`config.mk`:
```
export PLATFORM = sky130hd
export DESIGN_NAME = qhgp_mac
export DESIGN_NICKNAME = d
export VERILOG_FILES = /design/src/design/qhgp_pkg.sv /design/src/design/qhgp_mac.sv
export SDC_FILE = /design/constraint.sdc
export NUM_CORES = 2
export LEC_CHECK = 0
export ABC_CLOCK_PERIOD_IN_PS = 15000
export BUFFER_PORTS_ARGS = -buffer_cell sky130_fd_sc_hd__buf_4
export CAP_MARGIN = 10
export CELL_PAD_IN_SITES_DETAIL_PLACEMENT = 1
export CELL_PAD_IN_SITES_GLOBAL_PLACEMENT = 1
export CORE_MARGIN = 4
export CORE_UTILIZATION = 47
export DETAILED_ROUTE_END_ITERATION = 10
export GPL_TIMING_DRIVEN = 0
export HOLD_SLACK_MARGIN = 0.05
export PLACE_DENSITY = 0.8
export SETUP_SLACK_MARGIN = 0.15
export SYNTH_ARGS = -nofsm -noshare
export SYNTH_HDL_FRONTEND = slang
export SYNTH_SLANG_ARGS = --single-unit
```
`constraint.sdc`:
```
create_clock -name clk -period 15 [get_ports clk]
set_input_delay 3 -clock clk [delete_from_list [all_inputs] [get_ports clk]]
set_output_delay 3 -clock clk [all_outputs]
set_load 0.01 [all_outputs]
```
`src/design/qhgp_pkg.sv`:
```
// Shared constants, types and helpers for the quad homography grid projector.
// Used by the multiply-accumulate unit, the divider and the top level.
// No dependencies.
package qhgp_pkg;

    localparam int MAX_COLS   = 8;
    localparam int MAX_ROWS   = 8;
    localparam int COORD_BITS = 12;
    localparam int FRAC_BITS  = 8;
    localparam int OUT_W      = 21;
    localparam int SIZE_W     = 4;
    localparam int IDX_W      = $clog2(MAX_COLS);
    localparam int MUL_W      = 32;
    localparam int PROD_W     = 2 * MUL_W;
    localparam int ACC_W      = 48;
    localparam int DIV_W      = ACC_W + OUT_W;
    localparam int DCNT_W     = $clog2(OUT_W);

    localparam logic ADDR_COLS = 1'b0;
    localparam logic ADDR_ROWS = 1'b1;

    typedef logic signed [MUL_W-1:0]  mul_t;
    typedef logic signed [PROD_W-1:0] prod_t;
    typedef logic signed [ACC_W-1:0]  acc_t;
    typedef logic        [DIV_W-1:0]  div_t;
    typedef logic        [OUT_W-1:0]  quot_t;
    typedef logic [COORD_BITS-1:0]    coord_t;
    typedef logic [IDX_W-1:0]         idx_t;
    typedef logic [SIZE_W-1:0]        size_t;

    // Grid size register value limited to the range 2..hi.
    function automatic size_t clamp_size(input size_t v, input size_t hi);
        size_t r;
        if (v < size_t'(2))
            r = size_t'(2);
        else if (v > hi)
            r = hi;
        else
            r = v;
        return r;
    endfunction

endpackage

```
`src/design/qhgp_mac.sv`:
```
// Shared signed multiply-accumulate unit of the grid projector.
// Depends on qhgp_pkg for the operand and accumulator types.
module qhgp_mac (
    input  logic           clk,
    input  logic           en,
    input  logic           first,
    input  logic           sub,
    input  qhgp_pkg::mul_t a,
    input  qhgp_pkg::mul_t b,
    output qhgp_pkg::acc_t sum
);

    qhgp_pkg::prod_t prod;
    qhgp_pkg::acc_t  term;
    qhgp_pkg::acc_t  base;
    qhgp_pkg::acc_t  acc_reg;

    assign prod = a * b;
    assign term = qhgp_pkg::acc_t'(prod);
    assign base = first ? qhgp_pkg::acc_t'(0) : acc_reg;
    assign sum  = sub ? base - term : base + term;

    always_ff @(posedge clk)
    begin
        if (en)
        begin
            acc_reg <= sum;
        end
    end

endmodule

```
==> summary.md <==
| Metric | Value |
|---|---|
| Largest net degree at the start of global routing | `49` |
| Area growth from synthesis to layout | `16.4%` |
| Reg clk slew, reported paths | `0.07 ns` |
| Area of the die | `79,400 µm²` |
| Antenna violations before repair | `11` |
| Clock tree root driver cell | `clkbuf_16` |
| GRT Residual Overflow | `0` |
| Setup slack, reg-to-reg | `10.99 ns` |
| Number of synthesized flops with an enable pin | `48` |
| Largest register FFs | `48` |
| Max-slew violation count | `0` |
| Hold crit path type | `reg -> reg` |
| Worst path arrival time | `about 13 ns` |
| Via density | `5.78` |
| Die X-Extent | `between 200 and 300 µm` |
| DIE HEIGHT | `282 µm` |
| First-pass GRT wire length | `201,000 µm` |
| Setup crit end kind | `primary output` |
| CTS tree | `yes` |
| Setup CP Type | `in -> out` |
| Vias in the first global route | `around 33,000` |
| CP max FO | `10` |
| Worst setup margin | `-1.17 ns` |
| Placer congestion estimate | `around 1` |
| Commonest register cell after synthesis | `edfxtp_1` |
| Io pins | `116` |
| CP most frequent cell | `fa_1` |
| Fmax | `between 60 and 70 MHz` |
| Critical path's slowest cell | `fa_1` |
| Vias | `29,700` |
| Final nets | `~5,300` |
| Row count | `100` |
| Max Root-Sink Buffers | `2` |
| Final HPWL DP | `112,000 µm` |
| Worst Hold End | `acc_reg[0]` |
| Drt initial violations | `2,248` |
| Crit path time final | `16.17 ns` |
| Synth Instances | `3,923` |
| Final WL | `141,000 µm` |
| #FFs+latches synth | `48` |
| CTS Sinks | `48` |
| Sequential area share after synthesis | `4.09%` |
| Avg Synthesized Cell Area | `8.98 µm²` |
| Routed Antenna Nets | `0` |
| RR Endpoint | `acc_reg[29]` |
| CP max stage delay | `0.63 ns` |
| Synth async-reset ratio | `0%` |
| Violated checks | `negative setup slack` |
| GRT Resource Usage Total | `between 30% and 40%` |
| Number of I/O port buffers | `roughly 110` |
| Worst skew pair latency | `between 0.3 and 0.4 ns` |
| Final setup viols | `22` |
| Synth warnings | `0` |
| Detailed Routing Iterations Pass 1 | `5` |
| Crit path launch type | `primary input` |
| Syn Nets | `5,046` |
| RSZ-0062 raised after global routing | `yes` |
| TritonCTS buffer count | `5` |
| Hold Slack | `0.828 ns` |
| Req. time, crit path | `12.00 ns` |
| Initial core utilization | `47.4%` |
| Share of post-route cells with drive strength above 1 | `roughly 16%` |
| Max-Cap Viols | `0` |
| Hold Buf Count CTS | `0` |
| Commonest non-fill, non-tap cell in the layout | `inv_1` |
| Most frequent cells in the layout | `inv_1 (833), fa_1 (810), and2_1 (472), nand2_1 (471), buf_4 (208)` |
| DR WL/cell | `~27 µm` |
| Cell Area, Synth | `35,200 µm²` |
| Post-Route Skew | `slightly above 0.009 ns` |
| Drc violations | `0` |
| Core Area | `74,300 µm²` |
| Outcome | `complete, but fails checks` |
| Post-synthesis cell type count | `86` |
| Worst-Margin Slew | `a little under 0.9 ns` |
| Max H-tree Level | `2` |
| Final-report hold violation count | `0` |
| Worst R2R Path Depth | `16` |
| # fillers | `8,513` |
| Fin crit share | `108%` |
| Hold Crit Start | `acc_reg[0]` |
| Worst slew margin | `a little over two fifths` |
| Reg-to-reg startpoint | `acc_reg[1]` |
| WHS Path Cells | `3` |
-- cell usage after synthesis, types with 8 or more instances --
library cell	instances	share of area [%]
nand3_1	25	0.36
xnor2_1	114	2.8
o21ai_0	55	0.78
a31oi_1	14	0.25
inv_1	842	9.0
or3_1	8	0.14
nor2_1	86	0.92
o21a_1	14	0.30
clkbuf_1	181	1.9
xor2_1	45	1.1
o21bai_1	9	0.19
a21oi_1	99	1.4
nand2b_1	27	0.48
nand4_1	18	0.32
nand2_1	479	5.1
edfxtp_1	48	4.1
nor2b_1	73	1.3
a21o_1	49	1.0
nor3_1	32	0.45
and3_1	13	0.23
fa_1	840	48
ha_1	215	7.6
and2_1	487	8.7
buf_2	8	0.11
-- repair_timing --
item / CTS / global route
gates resized for setup: 430 / 212
setup endpoints to repair: 30 / 30
gates cloned: 1 / 2
pin swaps: 65 / 92
setup buffers: 70 / 49
-- area by class of cell --
| cell class | instances | area (µm²) | area share [%] |
|---|---|---|---|
| flip-flops and latches | 48 | 1440 | 3.52 |
| well taps | 969 | 1210 | 2.96 |
| clock inverters | 3 | 42.5 | 0.104 |
| diodes | 4 | 10.0 | 0.0244 |
| plain buffers | 194 | 1770 | 4.32 |
| multi-input cells | 2836 | 31300 | 76.4 |
| clock buffers | 5 | 125 | 0.305 |
| repair buffers | 233 | 1910 | 4.65 |
| inverters | 842 | 3160 | 7.71 |
-- layer usage --
layer	vias up	global-route usage, %	part of all wire [%]
met5	-	0	0.018
met4	4	17.0	6.6
met3	488	8.67	9.5
met2	1463	55.9	47
met1	15500	42.3	37
li1	12200	-	-
-- cells by family (layout without fill, tap and decap cells) --
group	count (synthesis)	count (layout)	synth area share, %
and+or+nand+nor	1295	1295	19.2
DFF	48	48	4.09
adders and majority gates	1055	1055	55.4
muxes	6	6	0.178
xor gates and xnor gates	159	159	3.95
AOI/OAI and AO/OA	321	321	6.03
other	0	4	0
buffers and inverters	1039	1277	11.2
-- worst max-delay path by stage --
stage | startpoint | to | slack, ns | depth (start not counted)
2_1_floorplan | a[11] | sum[47] | -0.01 | 38
6_report | b[20] | sum[47] | -1.17 | 40
4_1_cts | b[20] | sum[47] | -0.88 | 40
3_5_place_dp | b[19] | sum[47] | -2.25 | 37
3_3_place_gp | b[19] | sum[47] | -2.22 | 37
5_1_grt | a[14] | sum[44] | -1.42 | 41
-- critical path: cells and delay by family --
kind / cells / cell delay [ns]
buffers and inverters: 9 / 1.24
adder cells (fa/ha/maj): 10 / 4.74
AND/OR/NAND/NOR: 9 / 1.76
XOR/XNOR: 3 / 0.60
AO/OA/AOI/OAI: 9 / 1.80
-- through the flow --
step / setup WS (ns) / area, µm² / TNS [ns] / std cells / util [%]
CTS: -0.884 / 39700 / -10.87 / 5079 / 53.4
finish: -1.17 / 41000 / -16.27 / 5134 / 55.1
global placement: -2.22 / 37400 / -35.45 / 5003 / 50.3
global route: -1.42 / 41000 / -21.70 / 5132 / 55.1
detailed placement: -2.25 / 37400 / -37.88 / 5003 / 50.3
floorplan: -0.0148 / 35400 / -0.0148 / 3923 / -
Power is left out: the tool's default activity adds up to more than one toggle a clock period on the data nets, which glitch-free logic cannot reach.
