`src/design/qhgp_pkg.sv`:
```
// Shared constants, types and helpers for the quad homography grid projector.
// Used by the multiply-accumulate unit, the divider and the top level.
// No dependencies.
package qhgp_pkg;

    localparam int MAX_COLS   = 8;
    localparam int MAX_ROWS   = 8;
    localparam int COORD_BITS = 12;
    localparam int FRAC_BITS  = 8;
    localparam int OUT_W      = 21;
    localparam int SIZE_W     = 4;
    localparam int IDX_W      = $clog2(MAX_COLS);
    localparam int MUL_W      = 32;
    localparam int PROD_W     = 2 * MUL_W;
    localparam int ACC_W      = 48;
    localparam int DIV_W      = ACC_W + OUT_W;
    localparam int DCNT_W     = $clog2(OUT_W);

    localparam logic ADDR_COLS = 1'b0;
    localparam logic ADDR_ROWS = 1'b1;

    typedef logic signed [MUL_W-1:0]  mul_t;
    typedef logic signed [PROD_W-1:0] prod_t;
    typedef logic signed [ACC_W-1:0]  acc_t;
    typedef logic        [DIV_W-1:0]  div_t;
    typedef logic        [OUT_W-1:0]  quot_t;
    typedef logic [COORD_BITS-1:0]    coord_t;
    typedef logic [IDX_W-1:0]         idx_t;
    typedef logic [SIZE_W-1:0]        size_t;

    // Grid size register value limited to the range 2..hi.
    function automatic size_t clamp_size(input size_t v, input size_t hi);
        size_t r;
        if (v < size_t'(2))
            r = size_t'(2);
        else if (v > hi)
            r = hi;
        else
            r = v;
        return r;
    endfunction

endpackage

```
`src/design/qhgp_div.sv`:
```
// Radix-2 restoring divider giving a rounded, saturated fixed-point quotient.
// Depends on qhgp_pkg for widths and types.
module qhgp_div (
    input  logic           clk,
    input  logic           rst_n,
    input  logic           start,
    input  qhgp_pkg::acc_t num,
    input  qhgp_pkg::acc_t den,
    output logic           done,
    output qhgp_pkg::quot_t quot
);

    localparam logic [1:0] DV_IDLE = 2'd0;
    localparam logic [1:0] DV_RUN  = 2'd1;
    localparam logic [1:0] DV_FIN  = 2'd2;

    logic [1:0]                    state_reg, state_next;
    logic [qhgp_pkg::DCNT_W-1:0]   cnt_reg, cnt_next;
    logic                          done_reg, done_next;
    qhgp_pkg::div_t                rem_reg, rem_next;
    qhgp_pkg::div_t                dsh_reg, dsh_next;
    logic [qhgp_pkg::ACC_W-1:0]    um_reg, um_next;
    qhgp_pkg::quot_t               q_reg, q_next;
    qhgp_pkg::quot_t               quot_reg, quot_next;
    logic                          neg_reg, neg_next;
    logic                          sat_reg, sat_next;

    logic [qhgp_pkg::ACC_W-1:0]    un;
    logic [qhgp_pkg::ACC_W-1:0]    um;
    qhgp_pkg::div_t                rem_init;
    logic                          ge;
    logic                          rnd;
    logic [qhgp_pkg::OUT_W:0]      v;
    logic [qhgp_pkg::OUT_W:0]      lim;

    assign done = done_reg;
    assign quot = quot_reg;

    always_comb
    begin
        un = num[qhgp_pkg::ACC_W-1] ? qhgp_pkg::ACC_W'(-num) : qhgp_pkg::ACC_W'(num);
        um = den[qhgp_pkg::ACC_W-1] ? qhgp_pkg::ACC_W'(-den) : qhgp_pkg::ACC_W'(den);
        rem_init = qhgp_pkg::div_t'(un) << qhgp_pkg::FRAC_BITS;
        ge  = rem_reg >= dsh_reg;
        rnd = {rem_reg, 1'b0} >= (qhgp_pkg::DIV_W + 1)'(um_reg);
        lim = {2'b01, {(qhgp_pkg::OUT_W - 1){1'b0}}} -
              (qhgp_pkg::OUT_W + 1)'(!neg_reg);
        v   = (qhgp_pkg::OUT_W + 1)'(q_reg) + (qhgp_pkg::OUT_W + 1)'(rnd);
        if (sat_reg || (v > lim))
        begin
            v = lim;
        end

        state_next = state_reg;
        cnt_next   = cnt_reg;
        done_next  = 1'b0;
        rem_next   = rem_reg;
        dsh_next   = dsh_reg;
        um_next    = um_reg;
        q_next     = q_reg;
        quot_next  = quot_reg;
        neg_next   = neg_reg;
        sat_next   = sat_reg;

        if (start)
        begin
            neg_next   = num[qhgp_pkg::ACC_W-1] ^ den[qhgp_pkg::ACC_W-1];
            um_next    = um;
            rem_next   = rem_init;
            sat_next   = rem_init >= (qhgp_pkg::div_t'(um) << qhgp_pkg::OUT_W);
            dsh_next   = qhgp_pkg::div_t'(um) << (qhgp_pkg::OUT_W - 1);
            q_next     = '0;
            cnt_next   = qhgp_pkg::DCNT_W'(qhgp_pkg::OUT_W - 1);
            state_next = DV_RUN;
        end
        else
        begin
            case (state_reg)
                DV_RUN:
                begin
                    if (ge)
                    begin
                        rem_next = rem_reg - dsh_reg;
                    end
                    q_next   = {q_reg[qhgp_pkg::OUT_W-2:0], ge};
                    dsh_next = dsh_reg >> 1;
                    if (cnt_reg == '0)
                        state_next = DV_FIN;
                    else
                        cnt_next = cnt_reg - 1'b1;
                end
                DV_FIN:
                begin
                    quot_next  = neg_reg ? qhgp_pkg::OUT_W'(-v) : qhgp_pkg::OUT_W'(v);
                    done_next  = 1'b1;
                    state_next = DV_IDLE;
                end
                default:
                begin
                    state_next = DV_IDLE;
                end
            endcase
        end
    end

    always_ff @(posedge clk or negedge rst_n)
    begin
        if (!rst_n)
        begin
            state_reg <= DV_IDLE;
            cnt_reg   <= '0;
            done_reg  <= 1'b0;
        end
        else
        begin
            state_reg <= state_next;
            cnt_reg   <= cnt_next;
            done_reg  <= done_next;
        end
    end

    always_ff @(posedge clk)
    begin
        rem_reg  <= rem_next;
        dsh_reg  <= dsh_next;
        um_reg   <= um_next;
        q_reg    <= q_next;
        quot_reg <= quot_next;
        neg_reg  <= neg_next;
        sat_reg  <= sat_next;
    end

endmodule

```
`config.mk`:
```
export PLATFORM = sky130hd
export DESIGN_NAME = qhgp_div
export DESIGN_NICKNAME = d
export VERILOG_FILES = /design/src/design/qhgp_pkg.sv /design/src/design/qhgp_div.sv
export SDC_FILE = /design/constraint.sdc
export NUM_CORES = 1
export LEC_CHECK = 0
export BUFFER_PORTS_ARGS = -buffer_cell sky130_fd_sc_hd__buf_4
export CAP_MARGIN = 25
export CORE_ASPECT_RATIO = 1.75
export CORE_UTILIZATION = 57
export DETAILED_ROUTE_END_ITERATION = 10
export HOLD_SLACK_MARGIN = 0.03
export PLACE_DENSITY = 0.88
export SLEW_MARGIN = 30
export SYNTH_ARGS = -nofsm -noshare
export SYNTH_HDL_FRONTEND = slang
export SYNTH_SLANG_ARGS = --single-unit
export TNS_END_PERCENT = 5
```
`constraint.sdc`:
```
create_clock -name clk -period 6.7 [get_ports clk]
set_input_delay 0.335 -clock clk [delete_from_list [all_inputs] [get_ports clk]]
set_output_delay 0.335 -clock clk [all_outputs]
set_load 0.1 [all_outputs]
```
==> results.md <==
- H-tree levels: 1
- DIE AREA: 34000 µm²
- Setup TNS: 0 ps
- Initial Util: 57.8%
- Synthesis-to-layout area growth: 13.0%
- Layout cells sized above 1: 11.6%
- Die Height: 243 µm
- # Max-Cap Violations: 0
- Drc violations: 0
- Final HPWL DP: 48600 µm
- Synth top area share: 26.5%
- CTS Buffer Depth: 3
- Post-layout minimum cycle time: 6540 ps
- Net count after synthesis: 2521
- Multi-input gate area: 11600 µm²
- Via-to-Cell Ratio: 6.60
- Crit path kind: flip-flop to flip-flop
- RePlAce Congestion: 1.03
- Area contributors post-synth: edfxtp_1 (26%), ha_1 (12%), dfxtp_1 (6.5%), xnor2_1 (6.2%), nand2_1 (6.0%)
- TritonCTS Buffers: 23
- Setup ws final: 161 ps
- Final Hold Vio Count: 0
- Number of I/O port buffers: 120
- Post-Route WL: 62400 µm
- Unrepaired setup endpoints after global routing: true
- Top-count cell post-synth: nand2_1
- Seq/Total Area, Yosys: 34.1%
- CTS tree: built
- Worst-skew pair later-pin latency: 540 ps
- Synth async-reset ratio: 3.38%
- Crit path launch type: flip-flop
- Distinct cell type count after synthesis: 71
- Main flop type after synthesis: edfxtp_1
- Ys Warns: 0
- Chip width: 140 µm
- Top-Level Pins: 121
- Slowest-stage cell, CP: edfxtp_1
- Vias in the first global route: 17.9k
- WL/cell: 22.5 µm
- Initial antenna violation count: 0
- Largest net degree at the start of global routing: 92
- CP max stage delay: 420 ps
- Status: complete, no violations
- P per Cell Area: 386 nW/µm²
- #FFs+latches synth: 237
- Final ANT Viol Nets: 0
- Netlist Area Pre-Place: 19000 µm²
- FF/Latch Area: 6460 µm²
- Mapped Cells: 2242
- Max VDD drop: 0.000216 V
- Via count: 18.3k
- Drt first pass iters: 9
- Grt total ovfl: 0
- Final period utilization: 97.6%
- Crit-path max FO: 5
- Dpl ws: -229 ps
- Area leader, netlist: edfxtp_1
- Hold WC Path Type: primary input to flip-flop
- WP data required: 6980 ps
- Fillers: 2591
- Clock sink count: 237
- Clock transition at path regs: 70 ps
- Drt first-iter violations: 1636
- Final setup fails: 0
- Arrival @ worst endpoint: 6820 ps
- Clock root buffer: clkbuf_16
- Mean post-synth cell area: 8.46 µm²
- First-pass GRT wire length: 94700 µm
- Highest Clock Rate: 153 MHz
- Clock skew: 18.5 ps
- Slew of the pin with the lowest slew margin: 1070 ps
- P_leak: 8.97 nW
- Number of flops mapped to enable cells by yosys: 167
- Max FFs per register: 69
- Most frequent cells after synthesis: nand2_1 (303), inv_1 (192), a21oi_1 (188)
- GRT Util Overall: 35.9%
- Slew Limit Fails: 0
- Max-slew headroom at the worst pin: 28.1%
- Core Area: 32800 µm²
- NumNets Final: 2635
- Worst Setup End Kind: flip-flop
- # rows: 88
==> power by group <==
| group | internal, W | switching, W |
|---|---|---|
| Clock | 0.000744 | 0.000566 |
| Sequential | 0.00199 | 0.000239 |
| Combinational | 0.00171 | 0.00303 |
| Total | 0.00444 | 0.00383 |
==> through the flow <==
| step | utilization [%] | hold WS, ps | total power [W] | area, µm² | std cells |
|---|---|---|---|---|---|
| 5_1_grt | 65.3 | 82.2 | 0.00871 | 21400 | 2775 |
| 3_3_place_gp | 62.5 | 161 | 0.00666 | 20500 | 2732 |
| 3_5_place_dp | 62.5 | 164 | 0.00675 | 20500 | 2732 |
| 4_1_cts | 64.8 | 68.7 | 0.00809 | 21300 | 2772 |
| 2_1_floorplan | - | 39.4 | 0.00531 | 19000 | 2242 |
| 6_report | 65.3 | 80.6 | 0.00827 | 21400 | 2776 |
==> per-layer routing <==
| metal | wire, µm | global-route usage, % | up-vias |
|---|---|---|---|
| met4 | 7050 | 34.5 | 0 |
| met3 | 4430 | 4.80 | 329 |
| met2 | 30900 | 65.0 | 983 |
| met1 | 20000 | 34.7 | 8580 |
| met5 | 0 | 0 | - |
| li1 | - | - | 8422 |
==> cells by family after synthesis <==
| logic type | synth area share (%) |
|---|---|
| xor+xnor | 7.95 |
| mux | 0.271 |
| buf+inv | 5.81 |
| simple gates | 18.3 |
| compound gates | 21.7 |
| fa+ha+maj | 11.9 |
| flops | 34.1 |
==> cells in the final DEF, fill, tap and decap left out, types with 6 or more instances in the layout <==
master / synthesis / final
dfrtp_1: 8 / 8
a21o_1: 47 / 47
clkbuf_16: 0 / 24
a21oi_1: 188 / 186
o211ai_1: 15 / 15
o41ai_1: 18 / 18
o21ai_0: 137 / 132
nor3_1: 35 / 30
and2_1: 6 / 6
nand2b_1: 17 / 16
a211oi_1: 17 / 17
o21bai_1: 9 / 9
nor4_1: 29 / 28
nand3_1: 51 / 49
edfxtp_1: 167 / 167
and3_1: 10 / 10
xnor2_1: 135 / 134
o22ai_1: 8 / 8
or4_1: 21 / 21
nand3b_1: 6 / 6
nor2b_1: 16 / 13
or2_2: 7 / 7
xor2_1: 37 / 37
and4_1: 10 / 8
dfxtp_1: 62 / 62
nand4_1: 52 / 52
nor2_1: 111 / 109
inv_1: 192 / 191
or3_1: 21 / 19
ha_1: 179 / 176
a31oi_1: 6 / 6
a22o_1: 24 / 24
o21a_1: 20 / 20
nand2_1: 303 / 301
buf_4: 0 / 185
o31ai_1: 102 / 102
==> worst max-delay path: cells and delay by family (launching register included) <==
family                   cells  cell delay [ps]
AND/OR/NAND/NOR             12             2540
buffers and inverters        1              110
XOR/XNOR                     1              220
adder cells (fa/ha/maj)      4             1100
flip-flops                   1              420
AO/OA/AOI/OAI               11             1870
==> final timing paths <==
kind,startpoint,endpoint,slack [ps],cells after the start
hold reg to reg,dsh_reg[11],dsh_reg[10],470,2
setup / recovery,rem_reg[19],quot[20],160,29
hold / removal,den[0],um_reg[0],80,1
min in group asynchronous,rst_n,cnt_reg[1],150,2
setup reg to reg,rem_reg[19],quot[20],160,29
max in group asynchronous,rst_n,done,6420,2
==> timing repair <==
action / in CTS / in global routing
buffers inserted: 0 / 2
pin swaps: 0 / 10
resized for setup: 10 / 28
endpoints found under the hold margin: 8 / 0
endpoints found under the setup margin: 4 / 7
hold buffers: 1 / 0
==> final cells by class <==
type                    instances  share of cell area, %
multi-input cells            1714                   54.0
repair buffers                188                   6.71
inverters                     192                   3.37
well taps                     405                   2.37
clock buffers                  28                   2.77
clock inverters                11                  0.619
diodes                          1                 0.0117
flip-flops and latches        237                   30.1
Note: power is estimated with default switching activity, not from simulation.
